## config.mk

```make
export PLATFORM = sky130hd
export DESIGN_NAME = two_wire_sensor_measure_master_core_flat
export DESIGN_NICKNAME = d
export VERILOG_FILES = /design/src/hdl/twsm_pkg.sv /design/src/hdl/twsm_req_if.sv /design/src/hdl/twsm_res_if.sv /design/src/hdl/twsm_seq.sv /design/src/hdl/two_wire_sensor_measure_master_core.sv /design/src/flat_wrapper.sv
export VERILOG_INCLUDE_DIRS = /design/src /design/src/hdl
export SDC_FILE = /design/constraint.sdc
export NUM_CORES = 1
export LEC_CHECK = 0
export CORE_MARGIN = 2
export CORE_UTILIZATION = 67
export CTS_CLUSTER_SIZE = 30
export DETAILED_ROUTE_END_ITERATION = 6
export DONT_BUFFER_PORTS = 1
export GPL_TIMING_DRIVEN = 0
export MAX_ROUTING_LAYER = met4
export PLACE_DENSITY_LB_ADDON = 0.1
export SETUP_SLACK_MARGIN = 0.05
export SYNTH_ARGS = -nofsm -noshare
export SYNTH_HDL_FRONTEND = slang
export SYNTH_SLANG_ARGS = --single-unit
```

## constraint.sdc

```tcl
create_clock -name clk_i -period 13.9 [get_ports clk_i]
set_input_delay 1.39 -clock clk_i [delete_from_list [all_inputs] [get_ports clk_i]]
set_output_delay 1.39 -clock clk_i [all_outputs]
set_load 0.005 [all_outputs]
```

## src/hdl/two_wire_sensor_measure_master_core_defines.svh

```systemverilog
// assertion macros for the two-wire sensor master
// expects clk_i and rst_ni in the scope where a macro is used
`ifndef TWO_WIRE_SENSOR_MEASURE_MASTER_CORE_DEFINES_SVH
`define TWO_WIRE_SENSOR_MEASURE_MASTER_CORE_DEFINES_SVH

// same-cycle implication, disabled during reset
`define TWSM_ASSERT_IMPL(lbl, ante, cons, msg) \
  lbl: assert property (@(posedge clk_i) disable iff (!rst_ni) (ante) |-> (cons)) \
    else $error(msg);

// next-cycle implication, disabled during reset
`define TWSM_ASSERT_NEXT(lbl, ante, cons, msg) \
  lbl: assert property (@(posedge clk_i) disable iff (!rst_ni) (ante) |=> (cons)) \
    else $error(msg);

`endif

```

## src/hdl/twsm_pkg.sv

```systemverilog
// shared types and constants for the two-wire sensor master
// no dependencies
package twsm_pkg;

  // request codes
  localparam logic [1:0] REQ_TICK     = 2'd0;
  localparam logic [1:0] REQ_TEMP     = 2'd1;
  localparam logic [1:0] REQ_HUMID    = 2'd2;
  localparam logic [1:0] REQ_BUS_RST  = 2'd3;

  // sensor command bytes
  localparam logic [7:0] CMD_TEMP  = 8'h03;
  localparam logic [7:0] CMD_HUMID = 8'h05;

  // configuration register indexes
  localparam int unsigned  CFG_IDX_W           = 2;
  localparam int unsigned  CFG_DATA_W          = 16;
  localparam logic [1:0]   CFG_PHASE_TICKS     = 2'd0;
  localparam logic [1:0]   CFG_POLL_INTERVAL   = 2'd1;
  localparam logic [1:0]   CFG_POLL_LIMIT      = 2'd2;

  // configuration reset values
  localparam logic [7:0]  PHASE_TICKS_RST   = 8'd4;
  localparam logic [15:0] POLL_INTERVAL_RST = 16'd1000;
  localparam logic [15:0] POLL_LIMIT_RST    = 16'd2000;

  localparam int unsigned RESET_PULSES_DEF = 9;

  // start pattern, bit i is step i
  localparam logic [6:0] START_CLK  = 7'b0110110;
  localparam logic [6:0] START_PULL = 7'b0011100;

  typedef struct packed {
    logic [7:0]  phase_ticks;
    logic [15:0] poll_interval;
    logic [15:0] poll_limit;
  } cfg_t;

  typedef struct packed {
    logic        clock_out;
    logic        data_pull_low;
    logic        busy_res;
    logic        done_res;
    logic        failed;
    logic [15:0] reading;
    logic [7:0]  checksum_byte;
  } res_t;

endpackage

```

## src/hdl/twsm_req_if.sv

```systemverilog
// request channel: one beat is one tick with request code and data pin sample
// no dependencies
interface twsm_req_if;
  logic       valid;
  logic       ready;
  logic [1:0] req_type;
  logic       data_pin;

  modport source (output valid, output req_type, output data_pin, input ready);
  modport sink   (input valid, input req_type, input data_pin, output ready);
endinterface

```

## src/hdl/twsm_res_if.sv

```systemverilog
// result channel: one beat per tick with pin levels and status
// no dependencies
interface twsm_res_if;
  logic        valid;
  logic        ready;
  logic        clock_out;
  logic        data_pull_low;
  logic        busy_res;
  logic        done_res;
  logic        failed;
  logic [15:0] reading;
  logic [7:0]  checksum_byte;

  modport source (output valid, output clock_out, output data_pull_low, output busy_res,
                  output done_res, output failed, output reading, output checksum_byte,
                  input ready);
  modport sink   (input valid, input clock_out, input data_pull_low, input busy_res,
                  input done_res, input failed, input reading, input checksum_byte,
                  output ready);
endinterface

```

## src/hdl/twsm_seq.sv

```systemverilog
// tick sequencer: bus state, counters and next-result logic
// depends on twsm_pkg
module twsm_seq #(
  parameter int unsigned RESET_PULSES = twsm_pkg::RESET_PULSES_DEF
) (
  input  logic            clk_i,
  input  logic            rst_ni,
  input  logic            step_i,
  input  twsm_pkg::cfg_t  cfg_i,
  input  logic [1:0]      req_type_i,
  input  logic            data_pin_i,
  output twsm_pkg::res_t  res_o
);
  import twsm_pkg::*;

  localparam logic [7:0] RstPulses = 8'(RESET_PULSES);

  localparam logic [2:0] ST_IDLE    = 3'd0;
  localparam logic [2:0] ST_RST     = 3'd1;
  localparam logic [2:0] ST_START_M = 3'd2;
  localparam logic [2:0] ST_SEND    = 3'd3;
  localparam logic [2:0] ST_WAIT    = 3'd4;
  localparam logic [2:0] ST_RECV    = 3'd5;
  localparam logic [2:0] ST_END     = 3'd6;
  localparam logic [2:0] ST_START_R = 3'd7;

  logic [2:0]  state_q, state_d;
  logic [7:0]  phase_q, phase_d;
  logic [3:0]  bit_q, bit_d;
  logic [1:0]  byte_q, byte_d;
  logic [7:0]  shift_q, shift_d;
  logic [15:0] reading_q, reading_d;
  logic [7:0]  csum_q, csum_d;
  logic [15:0] pticks_q, pticks_d;
  logic [15:0] pcount_q, pcount_d;
  logic        err_q, err_d;
  logic        half_q, half_d;

  logic        clk_lvl, pull_lvl, done, fail;
  logic [7:0]  phase_eff, phase_inc;
  logic        phase_end;
  logic [15:0] interval_eff;
  logic [2:0]  start_idx;

  assign phase_eff    = (cfg_i.phase_ticks == 8'd0) ? 8'd1 : cfg_i.phase_ticks;
  assign interval_eff = (cfg_i.poll_interval == 16'd0) ? 16'd1 : cfg_i.poll_interval;

  always_comb begin
    state_d   = state_q;
    phase_d   = phase_q;
    bit_d     = bit_q;
    byte_d    = byte_q;
    shift_d   = shift_q;
    reading_d = reading_q;
    csum_d    = csum_q;
    pticks_d  = pticks_q;
    pcount_d  = pcount_q;
    err_d     = err_q;
    half_d    = half_q;
    clk_lvl   = 1'b0;
    pull_lvl  = 1'b0;
    done      = 1'b0;
    fail      = 1'b0;
    start_idx = 3'd0;

    // launch a new request from idle
    if (state_q == ST_IDLE && req_type_i != REQ_TICK) begin
      phase_d = '0;
      bit_d   = '0;
      byte_d  = '0;
      half_d  = 1'b0;
      err_d   = 1'b0;
      if (req_type_i == REQ_BUS_RST) begin
        shift_d = '0;
        state_d = ST_RST;
      end else begin
        shift_d   = (req_type_i == REQ_TEMP) ? CMD_TEMP : CMD_HUMID;
        reading_d = '0;
        csum_d    = '0;
        state_d   = ST_START_M;
      end
    end

    phase_end = ({1'b0, phase_d} + 9'd1) >= {1'b0, phase_eff};
    phase_inc = phase_end ? 8'd0 : phase_d + 8'd1;

    case (state_d)
      ST_RST: begin
        clk_lvl = ~half_d;
        phase_d = phase_inc;
        if (phase_end) begin
          if (half_d) begin
            half_d  = 1'b0;
            shift_d = shift_d + 8'd1;
            if (shift_d >= RstPulses) begin
              state_d = ST_START_R;
              bit_d   = '0;
            end
          end else begin
            half_d = 1'b1;
          end
        end
      end
      ST_START_M, ST_START_R: begin
        start_idx = (bit_d > 4'd6) ? 3'd6 : bit_d[2:0];
        clk_lvl   = START_CLK[start_idx];
        pull_lvl  = START_PULL[start_idx];
        phase_d   = phase_inc;
        if (phase_end) begin
          if (start_idx == 3'd6) begin
            bit_d  = '0;
            half_d = 1'b0;
            if (state_d == ST_START_M) begin
              state_d = ST_SEND;
            end else begin
              state_d = ST_IDLE;
              done    = 1'b1;
            end
          end else begin
            bit_d = {1'b0, start_idx + 3'd1};
          end
        end
      end
      ST_SEND: begin
        clk_lvl = half_d;
        if (!bit_d[3]) begin
          pull_lvl = ~shift_d[3'd7 - bit_d[2:0]];
        end
        phase_d = phase_inc;
        if (phase_end) begin
          if (!half_d) begin
            half_d = 1'b1;
          end else begin
            half_d = 1'b0;
            if (bit_d[3]) begin
              // acknowledge clock: sample the acknowledge
              err_d    = data_pin_i;
              state_d  = ST_WAIT;
              pticks_d = '0;
              pcount_d = '0;
              bit_d    = '0;
            end else begin
              bit_d = bit_d + 4'd1;
            end
          end
        end
      end
      ST_WAIT: begin
        if (pticks_d == 16'd0) begin
          if (!data_pin_i) begin
            if (err_d) begin
              state_d = ST_IDLE;
              done    = 1'b1;
              fail    = 1'b1;
            end else begin
              state_d = ST_RECV;
              bit_d   = '0;
              byte_d  = '0;
              half_d  = 1'b0;
              phase_d = '0;
              shift_d = '0;
            end
          end else if (pcount_d >= cfg_i.poll_limit) begin
            err_d   = 1'b1;
            state_d = ST_IDLE;
            done    = 1'b1;
            fail    = 1'b1;
          end else begin
            pcount_d = pcount_d + 16'd1;
            pticks_d = interval_eff - 16'd1;
          end
        end else begin
          pticks_d = pticks_d - 16'd1;
        end
      end
      ST_RECV: begin
        clk_lvl  = half_d;
        pull_lvl = bit_d[3] && (byte_d < 2'd2);
        phase_d  = phase_inc;
        if (phase_end) begin
          if (!half_d) begin
            half_d = 1'b1;
          end else begin
            half_d = 1'b0;
            if (!bit_d[3]) begin
              shift_d = {shift_d[6:0], data_pin_i};
              bit_d   = bit_d + 4'd1;
            end else begin
              if (byte_d == 2'd0) begin
                reading_d = {shift_d, 8'h00};
              end else if (byte_d == 2'd1) begin
                reading_d = {reading_d[15:8], shift_d};
              end else begin
                csum_d = shift_d;
              end
              shift_d = '0;
              bit_d   = '0;
              byte_d  = byte_d + 2'd1;
              if (byte_d == 2'd3) begin
                state_d = ST_END;
                byte_d  = '0;
              end
            end
          end
        end
      end
      ST_END: begin
        phase_d = phase_inc;
        if (phase_end) begin
          state_d = ST_IDLE;
          done    = 1'b1;
          fail    = err_d;
        end
      end
      ST_IDLE: begin
        state_d = ST_IDLE;
      end
      default: begin
        state_d = ST_IDLE;
      end
    endcase

    res_o.clock_out     = clk_lvl;
    res_o.data_pull_low = pull_lvl;
    res_o.busy_res      = (state_d != ST_IDLE);
    res_o.done_res      = done;
    res_o.failed        = done & fail;
    res_o.reading       = reading_d;
    res_o.checksum_byte = csum_d;
  end

  always_ff @(posedge clk_i or negedge rst_ni) begin
    if (!rst_ni) begin
      state_q   <= ST_IDLE;
      phase_q   <= '0;
      bit_q     <= '0;
      byte_q    <= '0;
      shift_q   <= '0;
      reading_q <= '0;
      csum_q    <= '0;
      pticks_q  <= '0;
      pcount_q  <= '0;
      err_q     <= 1'b0;
      half_q    <= 1'b0;
    end else if (step_i) begin
      state_q   <= state_d;
      phase_q   <= phase_d;
      bit_q     <= bit_d;
      byte_q    <= byte_d;
      shift_q   <= shift_d;
      reading_q <= reading_d;
      csum_q    <= csum_d;
      pticks_q  <= pticks_d;
      pcount_q  <= pcount_d;
      err_q     <= err_d;
      half_q    <= half_d;
    end
  end

endmodule

```

## src/hdl/two_wire_sensor_measure_master_core.sv

```systemverilog
// top level of the two-wire humidity and temperature sensor master
// depends on twsm_pkg, twsm_req_if, twsm_res_if, twsm_seq and the defines header
//
// Each request beat is one bus tick: it carries a request code (tick only,
// temperature, humidity, bus reset) and the sampled level of the data line,
// and yields exactly one result beat with the clock level, the data pull-low,
// busy, a one-beat done pulse with its fail flag, the last 16-bit reading and
// the last raw checksum byte. One beat is taken per clock cycle: the sequencer
// computes the whole tick combinationally between its state registers and the
// result register, so the request channel stays ready whenever the result
// register is empty or is being drained in the same cycle. Bus timing is
// counted in beats, not clock cycles, set by the phase_ticks, poll_interval and
// poll_limit registers: the user must write them only while idle; not enforced.
`include "two_wire_sensor_measure_master_core_defines.svh"

module two_wire_sensor_measure_master_core #(
  parameter int unsigned RESET_PULSES = twsm_pkg::RESET_PULSES_DEF
) (
  input  logic                                 clk_i,
  input  logic                                 rst_ni,
  twsm_req_if.sink                             req_i,
  twsm_res_if.source                           res_o,
  input  logic                                 cfg_we_i,
  input  logic [twsm_pkg::CFG_IDX_W-1:0]       cfg_idx_i,
  input  logic [twsm_pkg::CFG_DATA_W-1:0]      cfg_wdata_i
);
  import twsm_pkg::*;

  // configuration registers
  cfg_t cfg_q;

  always_ff @(posedge clk_i or negedge rst_ni) begin
    if (!rst_ni) begin
      cfg_q.phase_ticks   <= PHASE_TICKS_RST;
      cfg_q.poll_interval <= POLL_INTERVAL_RST;
      cfg_q.poll_limit    <= POLL_LIMIT_RST;
    end else if (cfg_we_i) begin
      case (cfg_idx_i)
        CFG_PHASE_TICKS:   cfg_q.phase_ticks   <= cfg_wdata_i[7:0];
        CFG_POLL_INTERVAL: cfg_q.poll_interval <= cfg_wdata_i[15:0];
        CFG_POLL_LIMIT:    cfg_q.poll_limit    <= cfg_wdata_i[15:0];
        default: begin
          // index beyond the register list: ignored
        end
      endcase
    end
  end

  // request beat accepted when the result slot is free or draining
  logic res_valid_q;
  logic req_accept;
  res_t res_d, res_q;

  assign req_i.ready = !res_valid_q || res_o.ready;
  assign req_accept  = req_i.valid && req_i.ready;

  // one-tick sequencer, state advances only on an accepted beat
  twsm_seq #(
    .RESET_PULSES (RESET_PULSES)
  ) u_seq (
    .clk_i      (clk_i),
    .rst_ni     (rst_ni),
    .step_i     (req_accept),
    .cfg_i      (cfg_q),
    .req_type_i (req_i.req_type),
    .data_pin_i (req_i.data_pin),
    .res_o      (res_d)
  );

  // result register
  always_ff @(posedge clk_i or negedge rst_ni) begin
    if (!rst_ni) begin
      res_valid_q <= 1'b0;
    end else if (req_accept) begin
      res_valid_q <= 1'b1;
    end else if (res_o.ready) begin
      res_valid_q <= 1'b0;
    end
  end

  always_ff @(posedge clk_i) begin
    if (req_accept) begin
      res_q <= res_d;
    end
  end

  assign res_o.valid         = res_valid_q;
  assign res_o.clock_out     = res_q.clock_out;
  assign res_o.data_pull_low = res_q.data_pull_low;
  assign res_o.busy_res      = res_q.busy_res;
  assign res_o.done_res      = res_q.done_res;
  assign res_o.failed        = res_q.failed;
  assign res_o.reading       = res_q.reading;
  assign res_o.checksum_byte = res_q.checksum_byte;

  // a finished request leaves the sequencer idle
  `TWSM_ASSERT_IMPL(a_done_not_busy, res_valid_q && res_q.done_res, !res_q.busy_res, "done while busy")
  // fail is only reported together with done
  `TWSM_ASSERT_IMPL(a_fail_with_done, res_valid_q && res_q.failed, res_q.done_res, "fail without done")
  // every accepted request beat fills the result register
  `TWSM_ASSERT_NEXT(a_accept_fills, req_accept, res_valid_q, "accepted beat lost")

endmodule

```

## src/flat_wrapper.sv

```systemverilog
// flat-port wrapper written by rule: the top's interface ports become plain ports
module two_wire_sensor_measure_master_core_flat import twsm_pkg::*;
#(
  parameter int unsigned RESET_PULSES = twsm_pkg::RESET_PULSES_DEF
)
  (clk_i, rst_ni, cfg_we_i, cfg_idx_i, cfg_wdata_i, req_i_valid, req_i_req_type, req_i_data_pin, req_i_ready, res_o_valid, res_o_clock_out, res_o_data_pull_low, res_o_busy_res, res_o_done_res, res_o_failed, res_o_reading, res_o_checksum_byte, res_o_ready);
  twsm_req_if req_i_i ();
  twsm_res_if res_o_i ();
  input  logic clk_i;
  input  logic rst_ni;
  input  logic cfg_we_i;
  input  logic [twsm_pkg::CFG_IDX_W-1:0] cfg_idx_i;
  input  logic [twsm_pkg::CFG_DATA_W-1:0] cfg_wdata_i;
  input wire logic [$bits(req_i_i.valid)-1:0] req_i_valid;
  input wire logic [$bits(req_i_i.req_type)-1:0] req_i_req_type;
  input wire logic [$bits(req_i_i.data_pin)-1:0] req_i_data_pin;
  output wire logic [$bits(req_i_i.ready)-1:0] req_i_ready;
  output wire logic [$bits(res_o_i.valid)-1:0] res_o_valid;
  output wire logic [$bits(res_o_i.clock_out)-1:0] res_o_clock_out;
  output wire logic [$bits(res_o_i.data_pull_low)-1:0] res_o_data_pull_low;
  output wire logic [$bits(res_o_i.busy_res)-1:0] res_o_busy_res;
  output wire logic [$bits(res_o_i.done_res)-1:0] res_o_done_res;
  output wire logic [$bits(res_o_i.failed)-1:0] res_o_failed;
  output wire logic [$bits(res_o_i.reading)-1:0] res_o_reading;
  output wire logic [$bits(res_o_i.checksum_byte)-1:0] res_o_checksum_byte;
  input wire logic [$bits(res_o_i.ready)-1:0] res_o_ready;
  assign req_i_i.valid = req_i_valid;
  assign req_i_i.req_type = req_i_req_type;
  assign req_i_i.data_pin = req_i_data_pin;
  assign req_i_ready = req_i_i.ready;
  assign res_o_valid = res_o_i.valid;
  assign res_o_clock_out = res_o_i.clock_out;
  assign res_o_data_pull_low = res_o_i.data_pull_low;
  assign res_o_busy_res = res_o_i.busy_res;
  assign res_o_done_res = res_o_i.done_res;
  assign res_o_failed = res_o_i.failed;
  assign res_o_reading = res_o_i.reading;
  assign res_o_checksum_byte = res_o_i.checksum_byte;
  assign res_o_i.ready = res_o_ready;
  two_wire_sensor_measure_master_core #(.RESET_PULSES(RESET_PULSES)) u_core (.clk_i(clk_i), .rst_ni(rst_ni), .req_i(req_i_i), .res_o(res_o_i), .cfg_we_i(cfg_we_i), .cfg_idx_i(cfg_idx_i), .cfg_wdata_i(cfg_wdata_i));
endmodule
```

* After elaboration in Yosys (flattened, before gate mapping)
Memories as Yosys holds them, arrays and structs flattened.
Index checks and enable logic that the tools add are counted.
** Word-level totals
- Register bits :: 153
- Bits in read-only memories :: 16
- Bits of input ports :: 26
- Output and inout port bits :: 31
- Logic and storage cells :: 219
- Memories :: 2
** Operators by class
- Add/subtract/negate cells :: 10
- $lt $le $gt $ge :: 7
- Equal/unequal tests :: 22
- Multiplexer cells :: 128
- Bitwise operators :: 3
- Reductions and logical operators :: 25
** Memory list
- (no name shown) :: words 8, bits a word 1, rd ports 1, clocked after memory_dff 0, wr ports 0, line twsm_seq.sv:107 : pull_lvl = START_PULL[start_idx];
- (no name shown) :: words 8, bits a word 1, rd ports 1, clocked after memory_dff 0, wr ports 0, line twsm_seq.sv:106 : clk_lvl = START_CLK[start_idx];
** Operators by type and width (number)
- $mux W16 :: 17
- $mux W8 :: 24
- $mux W3 :: 22
- $pmux W16 S2 :: 2
- $mux W4 :: 11
- $logic_not A16 Y1 :: 2
- $sub A16 B1 Y16 const B :: 2
- $mux W1 :: 30
- $pmux W8 S3 :: 1
- $pmux W3 S7 :: 1
- $mux W2 :: 10
- $add A16 B1 Y16 const B :: 1
- $add A8 B1 Y8 const B :: 2
- $ge A16 B16 Y1 :: 1
- $pmux W4 S4 :: 1
- $pmux W8 S2 :: 1
- $eq A3 B3 Y1 const B :: 5
- $ne A2 B2 Y1 const B :: 6
- $pmux W1 S3 :: 4
- $add A8 B1 Y9 const B :: 1
- $ge A9 B8 Y1 :: 1
- $ge A8 B4 Y1 const B :: 1
- $logic_not A8 Y1 :: 1
- $lt A3 B4 Y1 const B :: 2
- 29 further kinds :: 46

* Depth between registers and ports, before layout
- Word-level depth :: 11
- Gate-level depth with buffers :: 23
- Mapped depth without buffers :: 16

* Hierarchy
Synthesis repeated with hierarchy kept, for this count alone.
** Unflattened totals
- Cells, all modules :: 971
- Area total of the unflattened synthesis :: 9137.5 sq um
** By module, submodules not included
- twsm_seq :: times used 1, cells each 853, area an instance 6681.4 sq um, sequential area each 2077.0 sq um
- two_wire_sensor_measure_master_core :: times used 1, cells each 118, area an instance 2456.1 sq um, sequential area each 1913.1 sq um

* Worst setup path after synthesis
OpenSTA, ideal clock, no wires.
- Path kind :: input to register
- Start point :: input port req_i_req_type[0]
- End point :: register u_core.res_q (netlist bit u_core.res_o.busy_res), data pin
- Setup time :: 0.282 ns
- Arrival :: 5.716 ns
- Data required time :: 13.618 ns
- Path slack :: 7.902 ns
- Stages :: 22
- Path buffers :: 6
- Cells stage by stage :: clkbuf_1 -> or2_2 -> clkbuf_1 -> nand2_1 -> clkbuf_1 -> clkbuf_1 -> and2_1 -> ha_1 -> nand3_1 -> or2_2 -> xor2_1 -> nor2_1 -> ha_1 -> and3_1 -> a221oi_1 -> o31a_1 -> buf_2 -> and2_1 -> clkbuf_1 -> o21ai_0 -> a2111oi_0 -> nand3_1
** RTL lines
- start, declared :: line flat_wrapper.sv:15 : input wire logic [$bits(req_i_i.req_type)-1:0] req_i_req_type;
- end signal, assigned :: line two_wire_sensor_measure_master_core.sv:83 : res_q <= res_d;
- end, declared :: line two_wire_sensor_measure_master_core.sv:52 : res_t res_d, res_q;

==> results.yml <==
finish:
  multi_input_comb_area_um2: 4737
  nets: 1066
  antenna_cells_inserted: 0
  fin_util_pct: 75.16
  register_area_um2: 3990
  layout.cells.most_common_list: "sky130_fd_sc_hd__dfrtp_1 (111), sky130_fd_sc_hd__nand2_1 (102), sky130_fd_sc_hd__o21ai_0 (93)"
  layout_commonest_cell: "sky130_fd_sc_hd__dfrtp_1"
  syn2layout_area_growth_pct: 8.727
  finish.instance_area_um2: 9992
  layout-drive-gt1-share_pct: 11.08
  layout.filler_cells: 942
routing:
  wl_per_cell_um: 21.32
  post_drt_via_cell_ratio: 6.816
  drt-pass1-iter-count: 5
  detailroute.via_count: 8152
  initialDrtViolationCount: 697
  detail_route.drc_violations: 0
  antenna_violating_nets_post_route: 0
  finalWirelength_mm: 25.50
sta:
  final_max_slew_viol_count: 0
  fmax_mhz: 136.3
  skew_ns: 0.008834
  timing.final.crit_share_pct: 52.80
  rsz_0062_raised_after_global_routing: "false"
  fin_setup_tns_ns: 0
  postLayoutSetupSlackWorst_ns: 6.561
  setup_viol: 0
  period_needed_ns: 7.339
  hold_violations: 0
  slew_headroom_pct: 11.02
  tightest_slew_ns: 1.325
clocking:
  cts-root-to-sink-buffers: 2
  postCtsResizedCells: 0
  clock-sinks: 153
  cts_buffers: 17
  cts.repair_timing.setup_buffer_count: 0
  path_clk_slew_ns: 0.07
  cts_tree: "done"
  clock-root-buffer: "sky130_fd_sc_hd__clkbuf_16"
  htreeDepth: 4
  clkLatencyLatePin_ns: 0.44
  ctsHoldBuffers: 0
yosys:
  synth_edf_count: 29
  post_synth.cell_area_avg_um2: 9.302
  synth_top_cell_area_share_pct: 30.22
  synth_fa_ha_area_share_pct: 4.493
  mappedNetlistArea_um2: 9190
  seq_area_frac_synth_pct: 43.42
  synth.distinct_cells: 79
  biggest_area_consumer_among_synthesized_cells: "sky130_fd_sc_hd__dfrtp_1"
  synth.area.top_cells: "sky130_fd_sc_hd__dfrtp_1 (30%), sky130_fd_sc_hd__edfxtp_1 (9.5%), sky130_fd_sc_hd__o21ai_0 (5.1%)"
  postSynth.asyncResetShare_pct: 81.05
  cell_count_after_synthesis: 988
  muxShareOfSynthArea_pct: 5.854
  postSynthRegisterBits: 153
  yosys_warnings: 0
  synthesis.nets: 1047
  synth_top_family_by_area: "compound AO/OA/AOI/OAI gates"
  primary_ff_master_synth: "sky130_fd_sc_hd__dfrtp_1"
  synth-simple-area-share_pct: 17.32
  synth_area_in_compound_gates_pct: 22.83
  synth_xor_area_share_pct: 1.048
power_and_ir_drop:
  comb_power_share_pct: 43.8
  power_density_nw_per_um2: 189.9
  internal_power_mw: 1.077
  sw_frac_of_total_pct: 43.23
  leakage_nw: 4.178
  sequentialPowerShare_pct: 31.8
  switching_power_uw: 820.3
  pnr_total_power_mw: 1.897
  clkPwrFrac_pct: 24.5
  peakVddDrop_mv: 0.1520
outcome:
  status: "completed"
worst_hold_path:
  timing.hold.worst.class: "flip-flop to flip-flop"
floorplan:
  core_area_um2: 13300
  fp.dieW_um: 121.1
  floorplan.die.height_um: 121.1
  start_util_pct: 69.12
  die_area_um2: 14670
  pin_count: 57
  core.rowCount: 42
place:
  pre_cts_slack_ns: 6.501
  detailed_place.area_um2: 9412
  place.detailed.hpwl_mm: 17.56
  port_buffer_count: 0
  place_congestion: 1.018
worst_setup_path:
  setup.worst_path.end_class: "flip-flop"
  critPathMaxFanout: 10
  critical_path_data_required_time_ns: 14.02
  category_of_the_most_critical_setup_path: "input pin to flip-flop"
  start_kind: "input pin"
  critical_path_arrival_ns: 7.46
global_route:
  pin_count_of_the_biggest_net_entering_global_routing: 125
  globalRoute.totalOverflow: 0
  grt_pass1_vias: 8011
  gr-usage-all-layers_pct: 37.50
  grt_antenna_before_repair: 0
  grt_first_pass_wirelength_mm: 41.42
job:
  drv.max_cap_violation_count: 0
==> path summary, 6_finish.rpt <==
path | startpoint | to | slack, ns | depth (start not counted)
setup / recovery | req_i_req_type[0] | u_core.res_o.busy_res | 6.56 | 22
hold / removal | u_core.u_seq.err_q | u_core.u_seq.err_q | 0.50 | 2
setup reg to reg | u_core.u_seq.state_q[0] | u_core.res_o.busy_res | 7.05 | 21
hold reg to reg | u_core.u_seq.err_q | u_core.u_seq.err_q | 0.50 | 2
max in group asynchronous | rst_ni | u_core.cfg_q[25] | 13.00 | 0
min in group asynchronous | rst_ni | u_core.cfg_q[35] | 0.64 | 0
==> worst max-delay path, cell delays in order <==
cell and delay [ns]:
sky130_fd_sc_hd__clkbuf_1 0.19, sky130_fd_sc_hd__or2_2 0.34, sky130_fd_sc_hd__clkbuf_1 0.25, sky130_fd_sc_hd__nand2_1 0.15, sky130_fd_sc_hd__clkbuf_1 0.49, sky130_fd_sc_hd__clkbuf_1 0.48
sky130_fd_sc_hd__and2_1 0.24, sky130_fd_sc_hd__ha_1 0.26, sky130_fd_sc_hd__nand3_1 0.13, sky130_fd_sc_hd__or2_2 0.34, sky130_fd_sc_hd__xor2_1 0.15, sky130_fd_sc_hd__nor2_1 0.16
sky130_fd_sc_hd__ha_1 0.28, sky130_fd_sc_hd__and3_1 0.19, sky130_fd_sc_hd__a221oi_1 0.38, sky130_fd_sc_hd__o31a_1 0.20, sky130_fd_sc_hd__buf_2 0.22, sky130_fd_sc_hd__and2_1 0.15
sky130_fd_sc_hd__clkbuf_1 0.38, sky130_fd_sc_hd__o21ai_0 0.17, sky130_fd_sc_hd__a2111oi_0 0.64, sky130_fd_sc_hd__nand3_1 0.27
==> cells in the mapped netlist, types with 5 or more instances <==
master and instances:
sky130_fd_sc_hd__a211oi_1 8, sky130_fd_sc_hd__a21boi_0 5, sky130_fd_sc_hd__a21o_1 7, sky130_fd_sc_hd__a21oi_1 48, sky130_fd_sc_hd__a22o_1 32, sky130_fd_sc_hd__a22oi_1 5
sky130_fd_sc_hd__a31oi_1 15, sky130_fd_sc_hd__a41oi_1 5, sky130_fd_sc_hd__and2_1 15, sky130_fd_sc_hd__and3_1 12, sky130_fd_sc_hd__and4_1 6, sky130_fd_sc_hd__buf_2 7
sky130_fd_sc_hd__clkbuf_1 51, sky130_fd_sc_hd__dfrtp_1 111, sky130_fd_sc_hd__dfstp_2 13, sky130_fd_sc_hd__edfxtp_1 29, sky130_fd_sc_hd__ha_1 33, sky130_fd_sc_hd__inv_1 49
sky130_fd_sc_hd__mux2_2 34, sky130_fd_sc_hd__mux2i_1 11, sky130_fd_sc_hd__nand2_1 102, sky130_fd_sc_hd__nand2b_1 8, sky130_fd_sc_hd__nand3_1 22, sky130_fd_sc_hd__nand3b_1 7
sky130_fd_sc_hd__nand4_1 8, sky130_fd_sc_hd__nor2_1 71, sky130_fd_sc_hd__nor2b_1 9, sky130_fd_sc_hd__nor3_1 22, sky130_fd_sc_hd__nor4_1 8, sky130_fd_sc_hd__o211ai_1 5
sky130_fd_sc_hd__o21ai_0 93, sky130_fd_sc_hd__o21bai_1 5, sky130_fd_sc_hd__o221ai_1 7, sky130_fd_sc_hd__o22a_1 10, sky130_fd_sc_hd__o22ai_1 8, sky130_fd_sc_hd__o31ai_1 15
sky130_fd_sc_hd__o41ai_1 5, sky130_fd_sc_hd__or2_2 5, sky130_fd_sc_hd__or3_1 5, sky130_fd_sc_hd__or4_1 5, sky130_fd_sc_hd__xnor2_1 5, sky130_fd_sc_hd__xor2_1 6
==> power groups by stage <==
stage	Clock, mW	Sequential, mW	Combinational (mW)
after floorplan	0	0.585	0.602
after global placement	0	0.603	0.784
after detailed placement	0	0.606	0.798
after CTS	0.464	0.599	0.808
after global routing	0.480	0.610	0.908
final	0.464	0.603	0.831
==> flip-flops by register name (all words and copies together), names as in the netlist, 8 cells and up <==
signal                      flops
u_core.u_seq.reading_q         16
u_core.cfg_q                   40
u_core.u_seq.phase_q            8
u_core.u_seq.pcount_q          16
u_core.u_seq.shift_q            8
u_core.res_o.reading           16
u_core.u_seq.csum_q             8
u_core.res_o.checksum_byte      8
u_core.u_seq.pticks_q          16
==> cell type report <==
cell class | count | share of cell area [%]
Inverter | 50 | 1.878
Tap cell | 176 | 2.204
Clock inverter | 15 | 1.553
Clock buffer | 17 | 4.257
Sequential cell | 153 | 39.93
Multi-Input combinational cell | 722 | 47.41
Buffer | 63 | 2.767
==> kinds of logic (layout without fill, tap and decap cells) <==
| group | after synthesis | in the layout |
|---|---|---|
| adders and majority gates | 33 | 33 |
| and+or+nand+nor | 320 | 320 |
| AOI/OAI and AO/OA | 311 | 311 |
| DFF | 153 | 153 |
| muxes | 47 | 47 |
| xor gates and xnor gates | 11 | 11 |
| buffers and inverters | 113 | 145 |
==> per-stage QoR <==
step / hold slack [ns] / instances
2_1_floorplan: 0.4460 / 988
3_3_place_gp: 0.4621 / 1164
3_5_place_dp: 0.4781 / 1164
4_1_cts: 0.4907 / 1196
5_1_grt: 0.5145 / 1196
6_report: 0.4968 / 1196
==> metal layers <==
metal / part of all wire, % / up-vias / GRT usage (%)
met5: 0 / - / -
met4: 4.1 / 0 / 18.46
met3: 8.8 / 102 / 7.942
met2: 48 / 498 / 59.55
met1: 39 / 3850 / 45.71
li1: - / 3702 / -
(Power assumes the default switching activity.)
